===== config.mk =====
export PLATFORM = sky130hd
export DESIGN_NAME = wheel_speed_estimator_core_flat
export DESIGN_NICKNAME = d
export VERILOG_FILES = /design/src/sv/wse_pkg.sv /design/src/sv/wse_if.sv /design/src/sv/wheel_speed_estimator_core.sv /design/src/flat_wrapper.sv
export SDC_FILE = /design/constraint.sdc
export NUM_CORES = 1
export LEC_CHECK = 0
export ABC_AREA = 0
export BUFFER_PORTS_ARGS = -buffer_cell sky130_fd_sc_hd__buf_4
export CAP_MARGIN = 15
export CORE_MARGIN = 2
export CORE_UTILIZATION = 50
export CTS_BUF_LIST = sky130_fd_sc_hd__clkbuf_8
export DETAILED_ROUTE_END_ITERATION = 8
export PLACE_DENSITY = 0.69
export SYNTH_ARGS = -nofsm -noshare
export SYNTH_HDL_FRONTEND = slang
export SYNTH_SLANG_ARGS = --single-unit

===== constraint.sdc =====
create_clock -name clk -period 5.3 [get_ports clk]
set_clock_uncertainty 0.05 [all_clocks]
set_input_delay 1.06 -clock clk [delete_from_list [all_inputs] [get_ports clk]]
set_output_delay 1.06 -clock clk [all_outputs]
set_load 0.02 [all_outputs]

===== src/sv/wse_pkg.sv =====
// Shared types and constants of the wheel speed estimator.
package wse_pkg;

  // Ring depth default
  localparam int WINDOW_DEPTH_DEF = 10;

  // Field widths
  localparam int TIME_W   = 32;
  localparam int SPEED_W  = 16;
  localparam int DIST_W   = 16;
  localparam int TMO_W    = 24;
  localparam int MARGIN_W = 16;

  // Divider: dividend is distance * 1000, at most 65535000 (26 bits)
  localparam int PROD_W = 26;
  localparam int CNT_W  = $clog2(PROD_W + 1);
  localparam logic [PROD_W-1:0] UM_PER_MM = PROD_W'(1000);

  // APB register map
  localparam int ADDR_W = 4;
  localparam int DATA_W = 32;
  localparam logic [1:0] REG_DIST    = 2'd0;
  localparam logic [1:0] REG_TIMEOUT = 2'd1;
  localparam logic [1:0] REG_MARGIN  = 2'd2;

  // Register reset values
  localparam logic [DIST_W-1:0]   DIST_RST    = DIST_W'(24300);
  localparam logic [TMO_W-1:0]    TIMEOUT_RST = TMO_W'(50000);
  localparam logic [MARGIN_W-1:0] MARGIN_RST  = MARGIN_W'(1000);

  // Item opcodes
  localparam logic OP_EDGE  = 1'b0;
  localparam logic OP_CHECK = 1'b1;

  // Sequencer states
  typedef enum logic [2:0] {
    S_IDLE,
    S_PERIOD,
    S_SUM,
    S_MEAN,
    S_TEST,
    S_DONE
  } state_t;

endpackage


===== src/sv/wse_if.sv =====
// Valid/ready channel interfaces for input items and result items.
interface wse_item_if;
  logic                         valid;
  logic                         ready;
  logic                         opcode;
  logic [wse_pkg::TIME_W-1:0]   time_us;

  modport source (output valid, output opcode, output time_us, input ready);
  modport sink   (input valid, input opcode, input time_us, output ready);
endinterface

interface wse_result_if;
  logic                         valid;
  logic                         ready;
  logic [wse_pkg::SPEED_W-1:0]  speed_mm_s;
  logic                         sample_taken;
  logic                         rejected;

  modport source (output valid, output speed_mm_s, output sample_taken, output rejected,
                  input ready);
  modport sink   (input valid, input speed_mm_s, input sample_taken, input rejected,
                  output ready);
endinterface


===== src/sv/wheel_speed_estimator_core.sv =====
// Wheel speed estimator core: period divider, sample ring and moving average, one wheel.
//
// Usage: one instance per wheel. The item channel carries an opcode and a microsecond
// timestamp; opcode edge marks a sensor edge, opcode check asks for the stall test.
// Every item gives exactly one result-channel transaction with the filtered speed and
// the sample_taken / rejected flags. The user writes the registers (distance per edge,
// stall timeout, spike margin) over the APB port while the block is idle; not enforced.
//
// Flow: an edge after the first one is loaded and runs a bit-serial restoring divider,
// one quotient bit per cycle, for distance*1000/interval over the 26 dividend bits;
// then the ring is updated, the ring mean is divided out over the 16+clog2(WINDOW_DEPTH)
// bits of the sum (20 at depth 10), and the spike test and output steps run.
// The first edge and a check item go straight from load to output. One item is in
// work at a time; the next item is taken once the result sits in the output register,
// so a result held by a stalled receiver overlaps the next item.
//
// Reset (rst, synchronous) restores register defaults, clears the ring valid bits, the
// running sum, the speed and the edge history, and drops any pending result. When the
// receiver stalls the result stays in the output register and further results wait.
module wheel_speed_estimator_core #(
  parameter int WINDOW_DEPTH = wse_pkg::WINDOW_DEPTH_DEF
) (
  input  logic                        clk,
  input  logic                        rst,
  wse_item_if.sink                    item,
  wse_result_if.source                result,
  input  logic                        psel,
  input  logic                        penable,
  input  logic                        pwrite,
  input  logic [wse_pkg::ADDR_W-1:0]  paddr,
  input  logic [wse_pkg::DATA_W-1:0]  pwdata,
  output logic [wse_pkg::DATA_W-1:0]  prdata,
  output logic                        pready
);

  localparam int POS_W = $clog2(WINDOW_DEPTH);
  localparam int SUM_W = wse_pkg::SPEED_W + $clog2(WINDOW_DEPTH);
  localparam int TW    = wse_pkg::TIME_W;

  // Configuration registers
  logic [wse_pkg::DIST_W-1:0]   distance_per_tick_um;
  logic [wse_pkg::TMO_W-1:0]    stall_timeout_us;
  logic [wse_pkg::MARGIN_W-1:0] spike_margin_mm_s;

  // Estimator state
  wse_pkg::state_t              state, state_next;
  logic [TW-1:0]                last_edge_time;
  logic                         edge_seen;
  logic [POS_W-1:0]             ring_write_pos;
  logic [WINDOW_DEPTH-1:0]      ring_valid;
  logic [wse_pkg::SPEED_W-1:0]  ring_mem [WINDOW_DEPTH];
  logic [wse_pkg::SPEED_W-1:0]  ring_rdata;
  logic [SUM_W-1:0]             ring_sum;
  logic [wse_pkg::SPEED_W-1:0]  speed_now;

  // Divider registers
  logic [wse_pkg::PROD_W-1:0]   dvd;
  logic [wse_pkg::PROD_W-1:0]   quo;
  logic [TW-1:0]                rem;
  logic [TW-1:0]                divisor;
  logic [wse_pkg::CNT_W-1:0]    cnt;

  // Pending result fields and output register
  logic                         res_taken;
  logic                         res_rej;
  logic                         out_valid;
  logic [wse_pkg::SPEED_W-1:0]  out_speed;
  logic                         out_taken;
  logic                         out_rej;

  // Control
  logic                         accept;
  logic                         load_out;
  logic                         cfg_wr;

  // Datapath combinational values
  logic [TW:0]                  rem_sh;
  logic                         div_ge;
  logic [TW:0]                  rem_sub;
  logic [TW-1:0]                elapsed;
  logic [wse_pkg::SPEED_W-1:0]  sample;
  logic [wse_pkg::SPEED_W-1:0]  old_entry;
  logic [SUM_W-1:0]             sum_next;
  logic [wse_pkg::SPEED_W:0]    spike_limit;

  // APB configuration port
  assign pready = 1'b1;
  assign cfg_wr = psel & penable & pwrite;

  always_ff @(posedge clk) begin
    if (rst) begin
      distance_per_tick_um <= wse_pkg::DIST_RST;
      stall_timeout_us     <= wse_pkg::TIMEOUT_RST;
      spike_margin_mm_s    <= wse_pkg::MARGIN_RST;
    end else if (cfg_wr) begin
      case (paddr[3:2])
        wse_pkg::REG_DIST:    distance_per_tick_um <= pwdata[wse_pkg::DIST_W-1:0];
        wse_pkg::REG_TIMEOUT: stall_timeout_us     <= pwdata[wse_pkg::TMO_W-1:0];
        wse_pkg::REG_MARGIN:  spike_margin_mm_s    <= pwdata[wse_pkg::MARGIN_W-1:0];
        default: ;
      endcase
    end
  end

  always_comb begin
    case (paddr[3:2])
      wse_pkg::REG_DIST:    prdata = wse_pkg::DATA_W'(distance_per_tick_um);
      wse_pkg::REG_TIMEOUT: prdata = wse_pkg::DATA_W'(stall_timeout_us);
      wse_pkg::REG_MARGIN:  prdata = wse_pkg::DATA_W'(spike_margin_mm_s);
      default:              prdata = '0;
    endcase
  end

  // Next state
  always_comb begin
    state_next = state;
    case (state)
      wse_pkg::S_IDLE: begin
        if (accept) begin
          if (item.opcode == wse_pkg::OP_EDGE && edge_seen) state_next = wse_pkg::S_PERIOD;
          else state_next = wse_pkg::S_DONE;
        end
      end
      wse_pkg::S_PERIOD: if (cnt == wse_pkg::CNT_W'(1)) state_next = wse_pkg::S_SUM;
      wse_pkg::S_SUM:    state_next = wse_pkg::S_MEAN;
      wse_pkg::S_MEAN:   if (cnt == wse_pkg::CNT_W'(1)) state_next = wse_pkg::S_TEST;
      wse_pkg::S_TEST:   state_next = wse_pkg::S_DONE;
      wse_pkg::S_DONE:   if (load_out) state_next = wse_pkg::S_IDLE;
      default:           state_next = wse_pkg::S_IDLE;
    endcase
  end

  // Handshake outputs
  always_comb begin
    item.ready = (state == wse_pkg::S_IDLE);
    accept     = item.valid & (state == wse_pkg::S_IDLE);
    load_out   = (state == wse_pkg::S_DONE) & (~out_valid | result.ready);
  end

  assign result.valid        = out_valid;
  assign result.speed_mm_s   = out_speed;
  assign result.sample_taken = out_taken;
  assign result.rejected     = out_rej;

  // One restoring division step
  assign rem_sh  = {rem, dvd[wse_pkg::PROD_W-1]};
  assign div_ge  = rem_sh >= {1'b0, divisor};
  assign rem_sub = rem_sh - {1'b0, divisor};

  // Saturate the period quotient and update the running ring sum
  assign elapsed     = item.time_us - last_edge_time;
  assign sample      = (|quo[wse_pkg::PROD_W-1:wse_pkg::SPEED_W]) ? '1
                       : quo[wse_pkg::SPEED_W-1:0];
  assign old_entry   = ring_valid[ring_write_pos] ? ring_rdata : '0;
  assign sum_next    = (ring_sum - SUM_W'(old_entry)) + SUM_W'(sample);
  assign spike_limit = {1'b0, speed_now} + {1'b0, spike_margin_mm_s};

  // Ring memory: write in the update cycle, registered read at the write position
  always_ff @(posedge clk) begin
    if (state == wse_pkg::S_SUM) ring_mem[ring_write_pos] <= sample;
    ring_rdata <= ring_mem[ring_write_pos];
  end

  // Control state
  always_ff @(posedge clk) begin
    if (rst) begin
      state          <= wse_pkg::S_IDLE;
      last_edge_time <= '0;
      edge_seen      <= 1'b0;
      ring_write_pos <= '0;
      ring_valid     <= '0;
      ring_sum       <= '0;
      speed_now      <= '0;
      out_valid      <= 1'b0;
    end else begin
      state <= state_next;
      if (load_out) out_valid <= 1'b1;
      else if (result.ready) out_valid <= 1'b0;

      if (accept) begin
        if (item.opcode == wse_pkg::OP_EDGE) begin
          edge_seen      <= 1'b1;
          last_edge_time <= item.time_us;
        end else if (elapsed > TW'(stall_timeout_us)) begin
          speed_now <= '0;
        end
      end

      if (state == wse_pkg::S_SUM) begin
        ring_valid[ring_write_pos] <= 1'b1;
        ring_sum <= sum_next;
        if (ring_write_pos == POS_W'(WINDOW_DEPTH - 1)) ring_write_pos <= '0;
        else ring_write_pos <= ring_write_pos + POS_W'(1);
      end

      if (state == wse_pkg::S_TEST && {1'b0, quo[wse_pkg::SPEED_W-1:0]} < spike_limit)
        speed_now <= quo[wse_pkg::SPEED_W-1:0];
    end
  end

  // Divider and result payload
  always_ff @(posedge clk) begin
    case (state)
      wse_pkg::S_IDLE: begin
        res_taken <= 1'b0;
        res_rej   <= 1'b0;
        divisor   <= elapsed;
        dvd       <= wse_pkg::PROD_W'({10'd0, distance_per_tick_um} * wse_pkg::UM_PER_MM);
        rem       <= '0;
        quo       <= '0;
        cnt       <= wse_pkg::CNT_W'(wse_pkg::PROD_W);
      end
      wse_pkg::S_PERIOD, wse_pkg::S_MEAN: begin
        rem <= div_ge ? rem_sub[TW-1:0] : rem_sh[TW-1:0];
        quo <= {quo[wse_pkg::PROD_W-2:0], div_ge};
        dvd <= {dvd[wse_pkg::PROD_W-2:0], 1'b0};
        cnt <= cnt - wse_pkg::CNT_W'(1);
      end
      wse_pkg::S_SUM: begin
        // Left-align the sum so only its own bits are iterated
        divisor <= TW'(WINDOW_DEPTH);
        dvd     <= wse_pkg::PROD_W'(sum_next) << (wse_pkg::PROD_W - SUM_W);
        rem     <= '0;
        quo     <= '0;
        cnt     <= wse_pkg::CNT_W'(SUM_W);
      end
      wse_pkg::S_TEST: begin
        res_taken <= 1'b1;
        res_rej   <= ~({1'b0, quo[wse_pkg::SPEED_W-1:0]} < spike_limit);
      end
      default: ;
    endcase

    if (load_out) begin
      out_speed <= speed_now;
      out_taken <= res_taken;
      out_rej   <= res_rej;
    end
  end

endmodule


===== src/flat_wrapper.sv =====
// flat-port wrapper written by rule: the top's interface ports become plain ports
module wheel_speed_estimator_core_flat 
#(
  parameter int WINDOW_DEPTH = wse_pkg::WINDOW_DEPTH_DEF
)
  (clk, rst, psel, penable, pwrite, paddr, pwdata, prdata, pready, item_valid, item_opcode, item_time_us, item_ready, result_valid, result_speed_mm_s, result_sample_taken, result_rejected, result_ready);
  wse_item_if item_i ();
  wse_result_if result_i ();
  input  logic clk;
  input  logic rst;
  input  logic psel;
  input  logic penable;
  input  logic pwrite;
  input  logic [wse_pkg::ADDR_W-1:0] paddr;
  input  logic [wse_pkg::DATA_W-1:0] pwdata;
  output logic [wse_pkg::DATA_W-1:0] prdata;
  output logic pready;
  input wire logic [$bits(item_i.valid)-1:0] item_valid;
  input wire logic [$bits(item_i.opcode)-1:0] item_opcode;
  input wire logic [$bits(item_i.time_us)-1:0] item_time_us;
  output wire logic [$bits(item_i.ready)-1:0] item_ready;
  output wire logic [$bits(result_i.valid)-1:0] result_valid;
  output wire logic [$bits(result_i.speed_mm_s)-1:0] result_speed_mm_s;
  output wire logic [$bits(result_i.sample_taken)-1:0] result_sample_taken;
  output wire logic [$bits(result_i.rejected)-1:0] result_rejected;
  input wire logic [$bits(result_i.ready)-1:0] result_ready;
  assign item_i.valid = item_valid;
  assign item_i.opcode = item_opcode;
  assign item_i.time_us = item_time_us;
  assign item_ready = item_i.ready;
  assign result_valid = result_i.valid;
  assign result_speed_mm_s = result_i.speed_mm_s;
  assign result_sample_taken = result_i.sample_taken;
  assign result_rejected = result_i.rejected;
  assign result_i.ready = result_ready;
  wheel_speed_estimator_core #(.WINDOW_DEPTH(WINDOW_DEPTH)) u_core (.clk(clk), .rst(rst), .item(item_i), .result(result_i), .psel(psel), .penable(penable), .pwrite(pwrite), .paddr(paddr), .pwdata(pwdata), .prdata(prdata), .pready(pready));
endmodule

Yosys cells after proc, flatten, opt, wreduce, memory -nomap -nowiden
Memories as Yosys holds them, arrays and structs flattened. A register that Yosys moved wholly into a read port is not among the register bits.
Index checks and enable logic that the tools add are counted.

storage, ports and cells
  bits in registers = 284
  bits in latches = 0
  RAM bits = 160
  ROM bits = 0
  output and inout port bits = 53
  logic and storage cells = 109
  memories = 1

memories
  name             depth  bits a word  read ports  clocked after Yosys merged registers in  write ports  RTL line                          RTL
  u_core.ring_mem  10     16           1           1                                        1            wheel_speed_estimator_core.sv:51  logic [wse_pkg::SPEED_W-1:0] ring_mem [WINDOW_DEPTH];

cells by class
  $add $sub $neg = 7
  multiply operators = 1
  divide/modulo/power cells = 0
  magnitude comparators = 5
  equality and inequality tests = 13
  shifts and indexed selects = 0
  muxes and demuxes = 30
  bitwise gates (word level) = 9
  reduce and logical (&&, ||, !) cells = 22

operator list
  operator                                               number
  one-hot mux 32 bit (2 select lines)                    2
  two-way mux 16 bit                                     6
  one-hot mux 26 bit (3 select lines)                    1
  one-hot mux 24 bit (3 select lines)                    1
  subtractor 32 bit                                      2
  one-hot mux 26 bit (2 select lines)                    1
  greater-or-equal comparator 33 x 32 -> 1 bit           1
  > comparator 32 x 24 -> 1 bit                          1
  two-way mux 32 bit                                     1
  multiplier 16 x 7 -> 23 bit, second input constant     1
  adder 20 x 16 -> 20 bit                                1
  subtractor 20 x 16 -> 20 bit                           1
  one-hot mux 3 bit (6 select lines)                     1
  adder 16 x 16 -> 17 bit                                1
  < comparator 16 x 17 -> 1 bit                          1
  two-way mux 3 bit                                      5
  one-hot mux 5 bit (3 select lines)                     1
  nonzero test 2 bit                                     7
  bitwise OR 10 bit                                      1
  OR reduction 10 bit                                    1
  inequality test 2 x 1 -> 1 bit, second input constant  4
  AND reduction 2 bit                                    4
  == test 3 x 2 -> 1 bit, second input constant          2
  == test 3 bit, second input constant                   2
  24 further kinds                                       38

Logic depth before layout (Yosys ltp)
Gate-level depths: netlist of run 1.

  depth after elaboration = 6
  depth in mapped cells = 22
  gate-level depth less buffers = 21

Worst setup path after synthesis of run 1
No wires, ideal clock.

  path kind = register -> register
  start point = register u_core.distance_per_tick_um[2] in the netlist's numbering
  end point = register u_core.dvd[25] in the netlist's numbering (data pin)
  library setup time = 0.270 ns
  data arrival time = 4.722 ns
  required time = 4.980 ns
  path slack = 0.258 ns
  stages on the path, launching flop included = 17
  buffers on the path = 0
  clock period less this slack = 5.042 ns
  cell sequence = dfxtp_1 -> inv_1 -> fa_1 -> fa_1 -> fa_1 -> fa_1 -> inv_1 -> ha_1 -> or3_1 -> a211oi_1 -> o31ai_1 -> a31oi_1 -> o21ai_0 -> a2111oi_1 -> o31ai_1 -> xnor2_1 -> o211ai_1

between the ends
  longest elaborated chain between the ends = 2

ends and longest elaborated chain
  element                              RTL line                           RTL
  start: declaration                   wheel_speed_estimator_core.sv:41   logic [wse_pkg::DIST_W-1:0] distance_per_tick_um;
  start signal: assignment             wheel_speed_estimator_core.sv:92   distance_per_tick_um <= wse_pkg::DIST_RST;
  start signal: assignment             wheel_speed_estimator_core.sv:97   wse_pkg::REG_DIST: distance_per_tick_um <= pwdata[wse_pkg::DIST_W-1:0];
  multiplier 16 x 7 -> 23 bit          wheel_speed_estimator_core.sv:208  dvd <= wse_pkg::PROD_W'({10'd0, distance_per_tick_um} * wse_pkg::UM_PER_MM);
  one-hot mux 26 bit (3 select lines)  wheel_speed_estimator_core.sv:203  case (state)
  end signal: assignment               wheel_speed_estimator_core.sv:208
  end signal: assignment               wheel_speed_estimator_core.sv:216  dvd <= {dvd[wse_pkg::PROD_W-2:0], 1'b0};
  end signal: assignment               wheel_speed_estimator_core.sv:222  dvd <= wse_pkg::PROD_W'(sum_next) << (wse_pkg::PROD_W - SUM_W);
  end: declaration                     wheel_speed_estimator_core.sv:57   logic [wse_pkg::PROD_W-1:0] dvd;

No other way between the ends. The select of a mux whose other input is x is not followed.
A chain may end at the register's enable or synchronous reset.

Worst setup path in the final report of run 1
  start point = register u_core.distance_per_tick_um[6] in the netlist's numbering
  end point = register u_core.dvd[24] in the netlist's numbering (data pin)

Same word-level chain as after synthesis.

==> results of run 1 <==
## per-stage QoR
stage / instance area [um^2] / utilization [%] / TNS [ns]
after floorplan: 27600 / - / 0
after global placement: 29300 / 53.5 / 0
after detailed placement: 29300 / 53.5 / -0.692
after CTS: 30900 / 56.4 / 0
after global routing: 30900 / 56.5 / 0
final: 30900 / 56.5 / 0
## registers in the layout, summed over array words and instances, names as in the netlist, 10 cells and up
name / cells
u_core.ring_sum: 20
u_core.ring_mem: 160
u_core.spike_margin_mm_s: 16
u_core.ring_valid: 10
u_core.stall_timeout_us: 24
u_core.result.speed_mm_s: 16
u_core.speed_now: 16
u_core.divisor: 32
u_core.dvd: 23
u_core.distance_per_tick_um: 16
u_core.ring_rdata: 16
u_core.quo: 26
u_core.rem: 32
u_core.last_edge_time: 32
## kinds of logic (layout without fill, tap and decap cells)
logic type      after synthesis  count (layout)  share of synthesized area [%]
mux                          69              69                           4.05
flops                       457             457                           44.0
simple gates                769             769                           13.7
fa+ha+maj                   266             266                           14.1
compound gates              665             665                           15.3
xor+xnor                     98              98                           3.11
other cells                   2               9                         0.0272
buf+inv                     383             583                           5.79
## critical path, stage by stage (launching register included)
cell and delay (ns):
dfxtp_2 0.38, inv_1 0.11, fa_1 0.51, fa_1 0.51, inv_1 0.05, fa_1 0.50, inv_1 0.05, fa_1 0.49
inv_1 0.04, ha_1 0.35, a21o_1 0.20, a21o_1 0.17, a21oi_1 0.13, o21ai_0 0.14, a2111oi_1 0.41, nor2_1 0.14
a31oi_1 0.21, xor2_1 0.19, a221oi_1 0.09
## per-layer routing
metal | vias to the layer above | global-route usage (%) | wire length [um]
met5 | - | 0 | 0
met4 | 0 | 6.59 | 1280
met3 | 86 | 3.81 | 4620
met2 | 693 | 37.7 | 31500
met1 | 10125 | 34.9 | 31300
li1 | 9926 | - | -
## final timing paths
check                                  from                  to  slack, ns  cells after the start
max          u_core.distance_per_tick_um[6]      u_core.dvd[24]       0.27                     18
min                      u_core.ring_sum[8]  u_core.ring_sum[8]       0.40                      2
max reg2reg  u_core.distance_per_tick_um[6]      u_core.dvd[24]       0.27                     18
min reg2reg              u_core.ring_sum[8]  u_core.ring_sum[8]       0.40                      2
## cell type report
cell class,instances,share of cell area (%)
Sequential cell,457,39.2
Tap cell,704,2.85
Multi-Input combinational cell,1876,45.1
Clock inverter,62,1.39
Timing Repair Buffer,184,4.58
Clock buffer,84,3.74
Inverter,253,3.07
## what timing repair did
item                                   in CTS  in global routing
setup endpoints to repair                   1                  4
endpoints found under the hold margin       0                  0
pin swaps                                   0                  2
setup buffers                               0                  0
resized for setup                           1                 13
## power groups by stage
| stage | registers [mW] | logic [mW] | clock network, mW |
|---|---|---|---|
| after floorplan | 4.47 | 3.16 | 0 |
| after global placement | 4.56 | 3.96 | 0 |
| after detailed placement | 4.57 | 4.08 | 0 |
| after CTS | 4.50 | 4.11 | 3.31 |
| after global routing | 4.54 | 4.70 | 3.47 |
| final | 4.50 | 4.23 | 3.25 |
## placed cells by master, fill, tap and decap left out, types with 64 or more instances in the layout
master	instances
a21oi_1	243
buf_4	181
clkbuf_8	84
dfxtp_1	154
edfxtp_1	298
fa_1	73
ha_1	193
inv_1	264
nand2_1	278
nand3_1	64
nor2_1	122
nor2b_1	67
o21ai_0	127
==> results.py, run 1 <==
metrics = {
    "status": {
        "status": "completed",
    },
    "clocking": {
        "cts_hold_buf": 0,
        "htreeDepth": 3,
        "worstSkewPairLatency_ns": 0.68,
        "cts_tree": "yes",
        "clockBufferDepth": 3,
        "cts_made_buffers": 78,
        "cts.sinks": 457,
        "clock-root-buffer": "clkbuf_8",
        "clkTransAtPathRegs_ns": 0.06,
    },
    "yosys": {
        "synth.distinct_cells": 95,
        "synth.most_common_cell": "edfxtp_1",
        "seq_area_frac_synth_pct": 44.0,
        "ys_warn_count": 0,
        "synth_area_um2": 27600,
        "async_reset_ff_share_pct": 0,
        "synth_ff_type": "edfxtp_1",
        "synth_top_cell_by_area": "edfxtp_1",
        "yosysTopAreaCellShare_pct": 32.4,
        "synthCells": 2709,
        "synth_common_cells": "edfxtp_1, nand2_1, inv_1",
        "syn_avg_cell_area_um2": 10.2,
        "synth_edf_count": 298,
        "synth.ff_latch_count": 457,
        "synth_area_leaders": "edfxtp_1, dfxtp_1, ha_1",
    },
    "placed_design": {
        "gp_congestion": 0.889,
        "dpl.cell_count": 3473,
        "preCtsSetupSlack_ns": -0.0677,
        "dp_hpwl_um": 49800,
        "portBuffers": 109,
    },
    "critical_path": {
        "critical_path_peak_fanout": 5,
        "crit_path_start_kind": "flop",
        "critPathKind": "reg -> reg",
        "cp-end-kind": "flop",
        "cp_data_arrival_time_ns": 5.36,
        "worstPathRequired_ns": 5.62,
    },
    "grt": {
        "grt_use_total_pct": 24.1,
        "first_global_vias": 20074,
        "grt_max_degree": 91,
        "grt-ovfl-total": 0,
        "grt_pass1_wl_um": 108000,
        "antenna_found_initial": 0,
    },
    "final_layout": {
        "multi_input_area_um2": 14000,
        "fin_cells": 3620,
        "drive_gt1_share_pct": 14.1,
        "area_delta_synth_final_pct": 12.1,
        "diodes": 0,
        "regArea_um2": 12100,
        "final_nets": 3192,
        "fillCellCount": 4712,
    },
    "timing": {
        "hold_viol_final": 0,
        "worst_slew_pin_slew_ns": 1.08,
        "max_freq_ghz": 0.199,
        "max_slew_margin_pct": 28.3,
        "fin_crit_sh_pct": 94.9,
        "finalWorstSetupSlack_ns": 0.269,
        "setup_viol": 0,
        "holdWs_ns": 0.402,
        "timing.final.crit_period_ns": 5.03,
        "slew_viol_final": 0,
        "rsz0062_at_grt": "false",
    },
    "power_and_ir_drop": {
        "pwr-share-comb_pct": 35.3,
        "power_frac_seq_pct": 37.6,
        "p_int_mw": 7.68,
        "p_total_mw": 12.0,
        "swShare_pct": 35.9,
        "leakage_nw": 12.2,
        "ir_worst_vdd_mv": 0.196,
        "power.switching_mw": 4.30,
        "pwr_density_cell_nw_per_um2": 387,
        "p_clk_share_pct": 27.1,
    },
    "floorplanning": {
        "die_width_um": 239,
        "fp-row-count": 86,
        "die_area_um2": 57100,
        "core_region_area_um2": 54800,
        "initial_utilization_pct": 50.4,
        "die_h_um": 239,
        "ioPinCount": 129,
    },
    "routing": {
        "dr_total_vias": 20830,
        "routed_wl_um": 68700,
        "drt_iter0_markers": 1626,
        "viasPerCell": 5.75,
        "route.detailed.drc": 0,
        "firstDrtPassIters": 6,
        "post_drt_wl_per_cell_um": 19.0,
        "final_antenna_net_count": 0,
    },
    "run": {
        "cap_violations": 0,
    },
    "min_path": {
        "hp-class": "reg -> reg",
    },
}
(Power assumes the default switching activity.)
==> inputs of run 2 (changes only) <==
--- a/config.mk
+++ b/config.mk
@@ -8,6 +8,7 @@
 export ABC_AREA = 0
 export BUFFER_PORTS_ARGS = -buffer_cell sky130_fd_sc_hd__buf_4
 export CAP_MARGIN = 15
+export CORE_ASPECT_RATIO = 1.1
 export CORE_MARGIN = 2
 export CORE_UTILIZATION = 50
 export CTS_BUF_LIST = sky130_fd_sc_hd__clkbuf_8
==> run 2 against run 1 <==
Compared with the run above:
- final area shrank 0.17%
- setup slack better by 0.0023 ns
- sequential cell count did not move
- fmax hardly changed
==> results.py, run 2 (synthesis results as in run 1) <==
metrics = {
    "status": {
        "status": "completed",
    },
    "final_layout": {
        "largest_reg_flops": 160,
        "final_nets": 3189,
        "top_register": "u_core.ring_mem",
        "area_delta_synth_final_pct": 11.9,
        "mostFrequentLayoutCells": "edfxtp_1, inv_1, nand2_1, a21oi_1, ha_1",
        "drive_gt1_share_pct": 13.8,
        "fin_cells": 3648,
        "final_common_cell": "edfxtp_1",
        "post-route-util_pct": 56.4,
        "fillCellCount": 4778,
    },
    "critical_path": {
        "cpMaxStageDelayCell": "fa_1",
        "worstPathRequired_ns": 5.63,
        "critical_path_peak_fanout": 3,
        "path_common_cell": "fa_1",
        "crit_path_start_kind": "flop",
        "critPathKind": "reg -> reg",
        "crit_path_max_incr_delay_ns": 0.57,
        "cp_data_arrival_time_ns": 5.36,
        "cp-end-kind": "flop",
        "cp_cell_sequence": "inv_1 > fa_1 > fa_1 > fa_1 > fa_1 > inv_1 > ha_1 > or3_1 > buf_4 > nor2_1 > o31ai_1 > a31oi_1 > o21ai_1 > a2111oi_2 > o31ai_1 > xnor2_1 > o211ai_1",
    },
    "routing": {
        "drt_iter0_markers": 1400,
        "route.detailed.drc": 0,
        "firstDrtPassIters": 6,
        "final_antenna_net_count": 0,
        "post_drt_wl_per_cell_um": 18.7,
        "viasPerCell": 5.67,
        "routed_wl_um": 68100,
        "dr_total_vias": 20671,
    },
    "timing": {
        "fin_crit_sh_pct": 94.9,
        "max_slew_margin_pct": 23.4,
        "slew_viol_final": 0,
        "setup_viol": 0,
        "finalWorstSetupSlack_ns": 0.271,
        "max_freq_ghz": 0.199,
        "worst_slew_pin_slew_ns": 1.15,
        "rsz0062_at_grt": "false",
        "hold_viol_final": 0,
        "holdWs_ns": 0.372,
        "timing.final.crit_period_ns": 5.03,
    },
    "min_path": {
        "hp-class": "reg -> reg",
    },
    "clocking": {
        "cts_hold_buf": 0,
        "clkTransAtPathRegs_ns": 0.06,
        "clockBufferDepth": 3,
        "htreeDepth": 3,
        "cts_tree": "yes",
        "clock-root-buffer": "clkbuf_8",
        "cts.sinks": 457,
        "cts_made_buffers": 76,
        "worstSkewPairLatency_ns": 0.67,
    },
    "power_and_ir_drop": {
        "leakage_nw": 12.2,
        "p_total_mw": 11.8,
        "pwr_density_cell_nw_per_um2": 381,
        "ir_worst_vdd_mv": 0.206,
    },
    "grt": {
        "antenna_found_initial": 2,
        "grt-ovfl-total": 0,
        "first_global_vias": 20078,
        "grtUsageMet2_pct": 37.8,
        "grt-busiest-layer": "met2",
        "grt_pass1_wl_um": 108000,
        "grt_max_degree": 92,
        "grt_util_met1_pct": 32.7,
        "grt_use_total_pct": 23.7,
        "gr-usage-met3_pct": 4.11,
    },
    "floorplanning": {
        "fp-row-count": 90,
        "die_width_um": 228,
        "initial_utilization_pct": 50.4,
        "ioPinCount": 129,
        "die_h_um": 250,
        "core_region_area_um2": 54700,
        "die_area_um2": 57100,
    },
    "run": {
        "cap_violations": 0,
    },
    "placed_design": {
        "portBuffers": 109,
        "dp_hpwl_um": 49300,
        "preCtsSetupSlack_ns": -0.0368,
        "gp_congestion": 0.924,
        "dpl.cell_count": 3500,
    },
}
[run 2: stage by stage]
step | instance area (um^2) | TNS, ns
finish | 30900 | 0
global route | 30900 | 0
CTS | 30800 | 0
detailed placement | 29300 | -0.177
global placement | 29300 | 0
floorplan | 27600 | 0
[run 2: cell type report]
| type | count | area, um^2 | share of cell area (%) |
|---|---|---|---|
| inverters | 253 | 953 | 3.09 |
| well taps | 736 | 921 | 2.98 |
| diodes | 2 | 5.00 | 0.0162 |
| multi-input cells | 1876 | 14000 | 45.2 |
| clock inverters | 57 | 342 | 1.11 |
| clock buffers | 84 | 1160 | 3.74 |
| flip-flops and latches | 457 | 12100 | 39.3 |
| repair buffers | 183 | 1410 | 4.58 |
[run 2: critical path: cells and delay by family, from the launching register on]
family	cells	cell delay (ns)
adders and majority gates	5	2.22
and+or+nand+nor	2	0.53
AOI/OAI and AO/OA	6	1.10
buffers and inverters	3	0.30
xor gates and xnor gates	1	0.20
DFF	1	0.36
[run 2: metal layers]
layer,part of all wire (%),vias to the layer above
met1,45,10041
met2,47,625
met5,0,-
li1,-,9908
met3,6.0,97
met4,2.4,0
[run 2: worst paths after layout]
path / startpoint / end / slack [ns] / depth (start not counted)
hold reg to reg: u_core.res_rej / u_core.result.rejected / 0.37 / 0
hold / removal: u_core.res_rej / u_core.result.rejected / 0.37 / 0
setup / recovery: u_core.distance_per_tick_um[1] / u_core.dvd[25] / 0.27 / 17
setup reg to reg: u_core.distance_per_tick_um[1] / u_core.dvd[25] / 0.27 / 17
[run 2: report_power, final]
group	internal (mW)	switching, mW	leakage, nW
Combinational	1.70	2.50	7.27
Clock	1.58	1.47	0.885
Sequential	4.28	0.223	4.00
[run 2: repair_timing]
item,CTS,global route
resized for setup,0,10
endpoints found under the hold margin,0,0
buffers inserted,0,3
endpoints found under the setup margin,0,3
==> inputs of run 3 (changes only) <==
==> constraint.sdc (replaced) <==
create_clock -name clk -period 5.3 [get_ports clk]
set_clock_uncertainty 0.05 [all_clocks]
set_input_delay 0.265 -clock clk [delete_from_list [all_inputs] [get_ports clk]]
set_output_delay 0.265 -clock clk [all_outputs]
set_load 0.02 [all_outputs]
==> run 3 against run 2 <==
Compared with the run above:
- non-clock buffer count rose by 31
- via count rose by 0.95%
- power barely moved
- die area did not move
- register-to-register slack got worse by 0.02 ns
- clock-buffer cell count fell by 3
- hold slack got worse by 0.29 ns
- largest power group unchanged
- highest routed layer unchanged
==> results.py, run 3 (synthesis results as in run 1) <==
metrics = {
    "floorplanning": {
        "die_h_um": 250,
        "die_width_um": 228,
        "ioPinCount": 129,
        "core_region_area_um2": 54700,
        "die_area_um2": 57100,
        "initial_utilization_pct": 50.4,
        "fp-row-count": 90,
    },
    "power_and_ir_drop": {
        "pwr_density_cell_nw_per_um2": 377,
        "leakage_nw": 12.2,
        "p_total_mw": 11.8,
        "ir_worst_vdd_mv": 0.234,
    },
    "critical_path": {
        "crit_path_max_incr_delay_ns": 0.55,
        "critical_path_peak_fanout": 3,
        "r2r_cells": 16,
        "cpMaxStageDelayCell": "fa_1",
        "r2r-start": "u_core.distance_per_tick_um[2]",
        "critPathKind": "reg -> reg",
        "worstPathRequired_ns": 5.63,
        "cp-end-kind": "flop",
        "cp_data_arrival_time_ns": 5.38,
        "crit_path_start_kind": "flop",
        "setup.worst_path.start": "u_core.distance_per_tick_um[2]",
        "cp_cell_sequence": "inv_1 > fa_1 > fa_1 > fa_1 > fa_1 > inv_1 > ha_1 > o21a_1 > o21ai_0 > o31ai_1 > a31oi_1 > o21ai_1 > a2111oi_2 > o31ai_1 > xnor2_1 > o211ai_1",
        "regToRegSetupSlack_ns": 0.25,
        "r2r-end": "u_core.dvd[25]",
        "path_common_cell": "fa_1",
    },
    "routing": {
        "route.detailed.drc": 0,
        "viasPerCell": 5.68,
        "post_drt_wl_per_cell_um": 18.8,
        "dr_total_vias": 20867,
        "drt_iter0_markers": 1439,
        "routed_wl_um": 69000,
        "firstDrtPassIters": 6,
        "final_antenna_net_count": 0,
    },
    "placed_design": {
        "portBuffers": 109,
        "dpl.cell_count": 3475,
        "preCtsSetupSlack_ns": -0.0222,
        "gp_congestion": 0.914,
        "place_area_um2": 29100,
        "dp_hpwl_um": 48800,
    },
    "timing": {
        "hold_viol_final": 0,
        "rsz0062_at_grt": "false",
        "finalWorstSetupSlack_ns": 0.251,
        "timing.final.crit_period_ns": 5.05,
        "fin_crit_sh_pct": 95.3,
        "setup_viol": 0,
        "max_freq_ghz": 0.198,
        "slew_viol_final": 0,
        "max_slew_margin_pct": 24.1,
        "worst_slew_pin_slew_ns": 1.13,
    },
    "grt": {
        "grt_use_total_pct": 23.9,
        "grt_max_degree": 88,
        "grt-ovfl-total": 0,
        "antenna_found_initial": 2,
        "grt_pass1_wl_um": 109000,
        "first_global_vias": 20512,
    },
    "final_layout": {
        "largest_reg_flops": 160,
        "multi_input_area_um2": 13900,
        "regArea_um2": 12100,
        "final_nets": 3219,
        "fillCellCount": 4727,
        "final_common_cell": "edfxtp_1",
        "final_area_um2": 31200,
        "drive_gt1_share_pct": 12.7,
        "area_delta_synth_final_pct": 13.0,
        "top_register": "u_core.ring_mem",
        "fin_cells": 3676,
        "mostFrequentLayoutCells": "edfxtp_1, inv_1, nand2_1, a21oi_1, ha_1",
    },
    "clocking": {
        "cts_tree": "yes",
        "cts.sinks": 457,
        "htreeDepth": 3,
        "worstSkewPairLatency_ns": 0.67,
        "clkTransAtPathRegs_ns": 0.06,
        "clock-root-buffer": "clkbuf_8",
        "cts_made_buffers": 75,
        "clockBufferDepth": 3,
    },
    "min_path": {
        "min_from": "rst",
        "hold_end": "u_core.ring_sum[13]",
        "hold_depth": 2,
        "hp-class": "in -> reg",
    },
    "status": {
        "status": "completed",
    },
    "run": {
        "cap_violations": 0,
    },
}
## run 3: cell types whose count changed in the layout (fill, tap and decap cells not counted), sizes merged
cell	delta
dlygate4sd3	+58
buf	-27
clkbuf	-3
clkinv	+2
clkinvlp	-2
## run 3: power breakdown
part	total, mW	switching (mW)	internal (mW)	leakage, nW
clock network	3.02	1.48	1.53	0.859
registers	4.50	0.221	4.28	4.00
logic	4.23	2.53	1.71	7.36
total	11.8	4.23	7.52	12.2
## run 3: critical path: cells and delay by family (launching register included)
kind / cells / cell delay (ns)
fa+ha+maj: 5 / 2.34
compound gates: 8 / 1.71
flops: 1 / 0.35
xor+xnor: 1 / 0.17
buf+inv: 2 / 0.13
## run 3: what timing repair did
action | in CTS | in global routing
resized for setup | 1 | 11
hold buffers | 58 | 0
setup endpoints to repair | 1 | 19
pin swaps | 0 | 7
hold endpoints to repair | 91 | 0
setup buffers | 0 | 2
## run 3: area by class of cell
type	instances	area share, %
clock buffers	81	3.58
repair buffers	214	5.68
diodes	2	0.0160
multi-input cells	1876	44.7
flip-flops and latches	457	38.9
inverters	253	3.05
clock inverters	57	1.09
well taps	736	2.95
## run 3: metrics by stage
stage	hold slack (ns)	setup TNS, ns	utilization [%]
2_1_floorplan	0.333	0	-
3_3_place_gp	0.371	0	53.1
3_5_place_dp	0.355	-0.0222	53.1
4_1_cts	0.0136	0	56.9
5_1_grt	0.0485	0	57.0
6_report	0.0784	0	57.0
## run 3: worst max-delay path by stage
stage                           endpoint  depth (start not counted)
after floorplan           u_core.dvd[25]                         16
after global placement    u_core.dvd[25]                         16
after detailed placement  u_core.dvd[25]                         16
after CTS                 u_core.dvd[25]                         16
after global routing      u_core.dvd[25]                         17
final                     u_core.dvd[25]                         16
## run 3: per-layer routing
metal  vias to the layer above  part of all wire, %  routed length, um  GRT usage (%)
li1                       9975                    -                  -              -
met1                     10128                   44              30100           31.9
met2                       643                   47              32400           39.0
met3                       121                  6.0               4130           3.68
met4                         0                  3.4               2320           9.75
met5                         -                    0                  0              0
